**src/hcbd_pkg.sv**
```systemverilog
// hcbd_pkg: types and constants for the chunked body decoder.
// Used by hcbd_front, hcbd_queue, hcbd_back and http_chunked_body_decoder.
package hcbd_pkg;

	localparam int MAX_HEX_DIGITS = 15;
	localparam int DIGIT_W        = $clog2(MAX_HEX_DIGITS + 1);
	localparam int COUNT_W        = 60;
	localparam int HEX_W          = 4;
	localparam int BYTE_W         = 8;
	localparam int STATUS_W       = 3;
	localparam int OUT_TDATA_W    = 16;

	localparam logic [BYTE_W-1:0] BYTE_CR = 8'h0D;
	localparam logic [BYTE_W-1:0] BYTE_LF = 8'h0A;

	typedef enum logic [STATUS_W-1:0] {
		PH_DIGITS = 3'd0,
		PH_REST   = 3'd1,
		PH_DATA   = 3'd2,
		PH_AFTER  = 3'd3,
		PH_DONE   = 3'd4,
		PH_BAD    = 3'd5
	} phase_t;

	// classified input beat
	typedef struct packed {
		logic [BYTE_W-1:0] body_byte;
		logic              last;
		logic              is_hex;
		logic [HEX_W-1:0]  hex_val;
		logic              is_cr;
		logic              is_lf;
	} beat_class_t;

endpackage

```
**src/http_chunked_body_decoder.sv**
```systemverilog
// http_chunked_body_decoder: top level of the chunked transfer body decoder.
// Depends on hcbd_pkg, hcbd_front, hcbd_queue, hcbd_back.
//
//  channel  | dir | tdata                                   | tlast
//  s_axis   | in  | [7:0] body_byte                         | last_of_body
//  m_axis   | out | [0] data_valid, [8:1] data_byte,        | -
//           |     | [11:9] status, [15:12] zero             |
//
// One beat per cycle while m_axis does not stall; a beat taken goes to the front
// register, then is written to the queue, then to the output register. The back
// state update, a 60-bit decrement and zero test, sets the clock path.
// arst_n clears all control state; no clearing pass.
// A stall on m_axis fills the queue and front register, then drops s_axis_tready.
module http_chunked_body_decoder import hcbd_pkg::*; (
	input  logic                   clk,
	input  logic                   arst_n,
	input  logic                   s_axis_tvalid,
	output logic                   s_axis_tready,
	input  logic [BYTE_W-1:0]      s_axis_tdata,   // [7:0] body_byte
	input  logic                   s_axis_tlast,   // last_of_body
	output logic                   m_axis_tvalid,
	input  logic                   m_axis_tready,
	output logic [OUT_TDATA_W-1:0] m_axis_tdata    // data_valid, data_byte, status
);

	logic        f_valid;
	logic        f_ready;
	beat_class_t f_item;
	logic        q_valid;
	logic        q_ready;
	beat_class_t q_item;

	hcbd_front u_front (
		.clk        (clk),
		.arst_n     (arst_n),
		.in_valid   (s_axis_tvalid),
		.in_ready   (s_axis_tready),
		.in_byte    (s_axis_tdata),
		.in_last    (s_axis_tlast),
		.push_valid (f_valid),
		.push_ready (f_ready),
		.push_item  (f_item)
	);

	hcbd_queue u_queue (
		.clk        (clk),
		.arst_n     (arst_n),
		.push_valid (f_valid),
		.push_ready (f_ready),
		.push_item  (f_item),
		.pop_valid  (q_valid),
		.pop_ready  (q_ready),
		.pop_item   (q_item)
	);

	hcbd_back u_back (
		.clk       (clk),
		.arst_n    (arst_n),
		.pop_valid (q_valid),
		.pop_ready (q_ready),
		.pop_item  (q_item),
		.out_valid (m_axis_tvalid),
		.out_ready (m_axis_tready),
		.out_data  (m_axis_tdata)
	);

endmodule

```
**src/hcbd_front.sv**
```systemverilog
// hcbd_front: accepts input beats, decodes hex digit / CR / LF, registers the result.
// Depends on hcbd_pkg.
module hcbd_front import hcbd_pkg::*; (
	input  logic              clk,
	input  logic              arst_n,
	input  logic              in_valid,
	output logic              in_ready,
	input  logic [BYTE_W-1:0] in_byte,
	input  logic              in_last,
	output logic              push_valid,
	input  logic              push_ready,
	output beat_class_t       push_item
);

	beat_class_t cls;
	logic        vld_s1;
	beat_class_t item_s1;

	always_comb begin
		cls           = '0;
		cls.body_byte = in_byte;
		cls.last      = in_last;
		cls.is_cr     = (in_byte == BYTE_CR);
		cls.is_lf     = (in_byte == BYTE_LF);
		if (in_byte >= 8'h30 && in_byte <= 8'h39) begin
			cls.is_hex  = 1'b1;
			cls.hex_val = HEX_W'(in_byte - 8'h30);
		end else if (in_byte >= 8'h61 && in_byte <= 8'h66) begin
			cls.is_hex  = 1'b1;
			cls.hex_val = HEX_W'(in_byte - 8'h57);
		end else if (in_byte >= 8'h41 && in_byte <= 8'h46) begin
			cls.is_hex  = 1'b1;
			cls.hex_val = HEX_W'(in_byte - 8'h37);
		end
	end

	assign in_ready   = !vld_s1 || push_ready;
	assign push_valid = vld_s1;
	assign push_item  = item_s1;

	always_ff @(posedge clk or negedge arst_n) begin
		if (!arst_n) begin
			vld_s1 <= 1'b0;
		end else if (in_ready) begin
			vld_s1 <= in_valid;
		end
	end

	always_ff @(posedge clk) begin
		if (in_valid && in_ready) begin
			item_s1 <= cls;
		end
	end

endmodule

```
**src/hcbd_queue.sv**
```systemverilog
// hcbd_queue: two-entry queue of classified beats between front and back.
// Depends on hcbd_pkg.
module hcbd_queue import hcbd_pkg::*; (
	input  logic        clk,
	input  logic        arst_n,
	input  logic        push_valid,
	output logic        push_ready,
	input  beat_class_t push_item,
	output logic        pop_valid,
	input  logic        pop_ready,
	output beat_class_t pop_item
);

	beat_class_t mem_q [2];
	logic        wr_ptr_q;
	logic        rd_ptr_q;
	logic [1:0]  count_q;
	logic        do_push;
	logic        do_pop;

	assign push_ready = (count_q != 2'd2);
	assign pop_valid  = (count_q != 2'd0);
	assign pop_item   = mem_q[rd_ptr_q];
	assign do_push    = push_valid && push_ready;
	assign do_pop     = pop_valid && pop_ready;

	always_ff @(posedge clk or negedge arst_n) begin
		if (!arst_n) begin
			wr_ptr_q <= 1'b0;
			rd_ptr_q <= 1'b0;
			count_q  <= 2'd0;
		end else begin
			if (do_push) wr_ptr_q <= !wr_ptr_q;
			if (do_pop) rd_ptr_q <= !rd_ptr_q;
			if (do_push && !do_pop) begin
				count_q <= count_q + 2'd1;
			end else if (do_pop && !do_push) begin
				count_q <= count_q - 2'd1;
			end
		end
	end

	always_ff @(posedge clk) begin
		if (do_push) begin
			mem_q[wr_ptr_q] <= push_item;
		end
	end

endmodule

```
**src/hcbd_back.sv**
```systemverilog
// hcbd_back: chunk parser state machine and output register.
// Depends on hcbd_pkg.
module hcbd_back import hcbd_pkg::*; (
	input  logic                     clk,
	input  logic                     arst_n,
	input  logic                     pop_valid,
	output logic                     pop_ready,
	input  beat_class_t              pop_item,
	output logic                     out_valid,
	input  logic                     out_ready,
	output logic [OUT_TDATA_W-1:0]   out_data
);

	phase_t               phase_q, phase_d;
	logic [COUNT_W-1:0]   count_q, count_d;
	logic [DIGIT_W-1:0]   digits_q, digits_d;
	logic                 after_cr_q, after_cr_d;

	logic                 out_vld_q;
	logic                 dv_q, dv_d;
	logic [BYTE_W-1:0]    db_q, db_d;
	phase_t               st_q;

	logic                 take;
	logic                 run_digit;
	logic [COUNT_W-1:0]   eff_count;
	logic [DIGIT_W-1:0]   eff_digits;
	logic [COUNT_W-1:0]   count_dec;

	assign pop_ready = !out_vld_q || out_ready;
	assign take      = pop_valid && pop_ready;
	assign count_dec = count_q - COUNT_W'(1);

	always_comb begin
		phase_d    = phase_q;
		count_d    = count_q;
		digits_d   = digits_q;
		after_cr_d = after_cr_q;
		dv_d       = 1'b0;
		db_d       = '0;
		run_digit  = 1'b0;
		eff_count  = count_q;
		eff_digits = digits_q;
		unique case (phase_q)
			PH_DIGITS: begin
				run_digit = 1'b1;
			end
			PH_REST: begin
				if (pop_item.is_lf) phase_d = (count_q == '0) ? PH_DONE : PH_DATA;
			end
			PH_DATA: begin
				dv_d    = 1'b1;
				db_d    = pop_item.body_byte;
				count_d = count_dec;
				if (count_dec == '0) begin
					phase_d    = PH_AFTER;
					after_cr_d = 1'b0;
				end
			end
			PH_AFTER: begin
				if (pop_item.is_cr && !after_cr_q) begin
					after_cr_d = 1'b1;
				end else begin
					phase_d    = PH_DIGITS;
					count_d    = '0;
					digits_d   = '0;
					after_cr_d = 1'b0;
					eff_count  = '0;
					eff_digits = '0;
					run_digit  = !pop_item.is_lf;
				end
			end
			PH_DONE, PH_BAD: begin
			end
			default: begin
				phase_d = PH_BAD;
			end
		endcase

		if (run_digit) begin
			if (pop_item.is_hex) begin
				if (eff_digits >= DIGIT_W'(MAX_HEX_DIGITS)) begin
					phase_d = PH_BAD;
				end else begin
					count_d  = {eff_count[COUNT_W-HEX_W-1:0], pop_item.hex_val};
					digits_d = eff_digits + DIGIT_W'(1);
				end
			end else if (eff_digits == '0) begin
				phase_d = PH_BAD;
			end else if (pop_item.is_lf) begin
				phase_d = (eff_count == '0) ? PH_DONE : PH_DATA;
			end else begin
				phase_d = PH_REST;
			end
		end
	end

	always_ff @(posedge clk or negedge arst_n) begin
		if (!arst_n) begin
			phase_q    <= PH_DIGITS;
			count_q    <= '0;
			digits_q   <= '0;
			after_cr_q <= 1'b0;
			out_vld_q  <= 1'b0;
		end else begin
			if (pop_ready) out_vld_q <= pop_valid;
			if (take) begin
				if (pop_item.last) begin
					phase_q    <= PH_DIGITS;
					count_q    <= '0;
					digits_q   <= '0;
					after_cr_q <= 1'b0;
				end else begin
					phase_q    <= phase_d;
					count_q    <= count_d;
					digits_q   <= digits_d;
					after_cr_q <= after_cr_d;
				end
			end
		end
	end

	always_ff @(posedge clk) begin
		if (take) begin
			dv_q <= dv_d;
			db_q <= db_d;
			st_q <= phase_d;
		end
	end

	assign out_valid = out_vld_q;
	assign out_data  = {4'b0, st_q, db_q, dv_q};

endmodule

```
**config.mk**
```make
export PLATFORM = sky130hd
export DESIGN_NAME = http_chunked_body_decoder
export DESIGN_NICKNAME = d
export VERILOG_FILES = /design/src/hcbd_pkg.sv /design/src/http_chunked_body_decoder.sv /design/src/hcbd_front.sv /design/src/hcbd_queue.sv /design/src/hcbd_back.sv
export SDC_FILE = /design/constraint.sdc
export NUM_CORES = 1
export LEC_CHECK = 0
export BUFFER_PORTS_ARGS = -buffer_cell sky130_fd_sc_hd__buf_4
export CORE_ASPECT_RATIO = 1.1
export CORE_MARGIN = 1.5
export CORE_UTILIZATION = 35
export DETAILED_ROUTE_END_ITERATION = 8
export GPL_ROUTABILITY_DRIVEN = 1
export PLACE_DENSITY_LB_ADDON = 0.05
export SLEW_MARGIN = 40
export SYNTH_ARGS = -nofsm -noshare
export SYNTH_HDL_FRONTEND = slang
export SYNTH_SLANG_ARGS = --single-unit
```
**constraint.sdc**
```tcl
create_clock -name clk -period 9.3 [get_ports clk]
set_input_delay 0 -clock clk [delete_from_list [all_inputs] [get_ports clk]]
set_output_delay 0 -clock clk [all_outputs]
set_load 0.05 [all_outputs]
```
==> metrics <==
outcome completed; share of post-route cells with drive strength above 1 0.104; highest cell delay on the worst timing path 610 ps; chip width about 150 um; RSZ-0062 raised after global routing false; clock root buffer clkbuf_16; clock sink count ~130; initial core utilization 0.360; CTS Buf Count 17; most frequent CP cell nand4_1; crit end category flip-flop; WL final 25.6 mm; grt total ovfl 0; leading cell types by count after synthesis 110 x nand2_1, 106 x o21ai_0, 80 x nor2_1, 74 x dfrtp_1, 68 x clkbuf_1; DR vias approximately 7500; WL met3 between 1 and 1.5 mm; Die Span Y 164 um; GP Congestion roughly 0.85; antenna violations before repair 0; antenna-violating nets left 0; die area around 25000 um2; Max Freq ~250 MHz; Final min period roughly 4000 ps; Worst-path clk slew roughly 70 ps; Synth area leaders dfrtp_1 22%, edfxtp_1 22%, o21ai_0 6.4%; final setup fails 0; Startpoint Class flip-flop; latest clock arrival within the worst-skew pair 430 ps; Slowest cell on crit path or3_4; fin. max-slew vios 0; register-to-register setup slack around 5200 ps; Tcrit/Tclk final 0.438; Main synth FF type dfrtp_1; actual slew at the worst max-slew pin 822 ps; Clock Skews 11.1 ps; CTS tree yes; wl on met1 ~11 mm; Yosys warnings 0; Synth cell types 68; 1st-iter DRT viols 684; EDFF count, synth 60; met2 wire len 12.6 mm; core box area around 23000 um2; #FFs+latches synth ~130; TNS Setup 0 ps; Hold WC Path Type in2async; Final Hold Viols 0; Final HPWL DP 16.2 mm; R2R Path End u_back.after_cr_q$_DFFE_PN0P_; Reg2Reg Depth 10; Post-Syn Instances between 900 and 1000; highest metal used met4; Layout area overhead 13.1%; worst-path maximum fanout 12; io pins 31; number of antenna repair diodes 0; Yosys top cell area share 0.224; largest net degree at the start of global routing 75; first-pass iteration count of the detailed router 6; Mapped Area roughly 8300 um2; H-tree depth 4; port bufs 26; Vias/cell 6.01; global-route wire length before repair slightly above 40 mm; number of core rows just under 60; CP Data Arrival Time between 4000 and 5000 ps; most frequent cell after synthesis nand2_1; Worst Path Required approximately 9600 ps; maxcap violations 0; cell chain of the critical path inv_1, ha_1, nor4b_2, nand4_1, or3_4, or4_1, xnor2_2, nand4_1, or4_4, a21o_1; layout net count roughly 950; syn_area_per_cell around 8.7 um2; Total GRT Usage 0.219; register area share after synthesis 0.442; post-synth top area cell dfrtp_1; Reg2Reg Launch Point u_back.count_q[1]$_DFFE_PN0P_; Slew HR 0.452; postcts setup bufs 0; asr flop ratio synth 0.552; mean routed wirelength per cell 20.6 um; DRC 0; WS Path Type reg2reg; via count of the first global-routing pass about 7400; worst-case clock buffer depth 2
## cell families after synthesis
family          after synthesis  synth area share
compound gates              296             0.219
xor+xnor                     32            0.0348
fa+ha+maj                    10            0.0151
buf+inv                     109            0.0564
flops                       134             0.442
mux                          19            0.0236
other cells                   1          0.000453
simple gates                345             0.209
## state kept, by name, summed over array words and instances (netlist names)
register            count
u_back.db_q             8
u_queue.rd_ptr_q        1
u_back.count_q         60
u_back.after_cr_q       1
u_back.phase_q          3
u_back.digits_q         4
u_back.out_valid        1
u_front.push_item      16
u_back.dv_q             1
u_queue.wr_ptr_q        1
u_queue.mem_q          32
u_back.st_q             3
u_queue.count_q         2
u_front.push_valid      1
## layout by cell type, fill, tap and decap left out, types with 9 or more instances in the layout
cell type	count
nand2_1	108
o21ai_0	106
nor2_1	77
dfrtp_1	73
a21oi_1	64
edfxtp_1	60
buf_4	37
a22oi_1	31
nor4_1	28
nor3_1	27
nand3_1	19
inv_1	18
xor2_1	18
clkbuf_16	17
nand4_1	16
mux2i_1	15
o22ai_1	14
xnor2_1	13
a22o_1	13
or4_1	12
dlygate4sd3_1	12
a31oi_1	11
ha_1	10
or3_1	9
## per-stage QoR
stage	setup slack, ps	util	instance area, um2	hold WS [ps]	cells
after floorplan	6080	-	8290	-296	949
after global placement	5350	0.373	8570	181	1196
after detailed placement	5340	0.373	8590	108	1196
after CTS	5320	0.406	9340	224	1240
after global routing	5020	0.407	9360	242	1241
final	5220	0.407	9360	179	1241
## what timing repair did
action	in CTS	in global routing
resized for setup	0	0
endpoints found under the hold margin	88	0
hold buffers	12	0
## worst max path at each step
stage	endpoint	start	slack [ps]
after global routing	u_back.after_cr_q$_DFFE_PN0P_	u_back.count_q[1]$_DFFE_PN0P_	5020
after global placement	u_back.count_q[45]$_DFFE_PN0P_	u_queue.rd_ptr_q$_DFFE_PN0P_	5350
after CTS	u_back.after_cr_q$_DFFE_PN0P_	u_back.count_q[1]$_DFFE_PN0P_	5320
after detailed placement	u_back.after_cr_q$_DFFE_PN0P_	u_back.count_q[1]$_DFFE_PN0P_	5340
after floorplan	u_back.after_cr_q$_DFFE_PN0P_	u_back.count_q[1]$_DFFE_PN0P_	6080
final	u_back.after_cr_q$_DFFE_PN0P_	u_back.count_q[1]$_DFFE_PN0P_	5220
## area by class of cell
type,instances,area [um2]
clock buffers,17,425
clock inverters,15,209
fillers,2229,13600
inverters,18,67.6
multi-input cells,706,4210
flip-flops and latches,134,3650
well taps,300,375
repair buffers,51,423
## critical path: cells and delay by family (launching register included)
kind                       cells  cell delay, ps
AOI/OAI and AO/OA              1             180
xor gates and xnor gates       1             180
adders and majority gates      1             300
buffers and inverters          1             140
DFF                            1             420
and+or+nand+nor                6            2750
## per-layer routing
| layer | track usage | vias up |
|---|---|---|
| met1 | 0.280 | 3646 |
| met4 | 0.0972 | 0 |
| met2 | 0.365 | 282 |
| li1 | - | 3479 |
| met3 | 0.0311 | 56 |
| met5 | 0 | - |
Power is not shown: default switching activity piles up to over one toggle a cycle in this logic, so the estimate is an artifact.
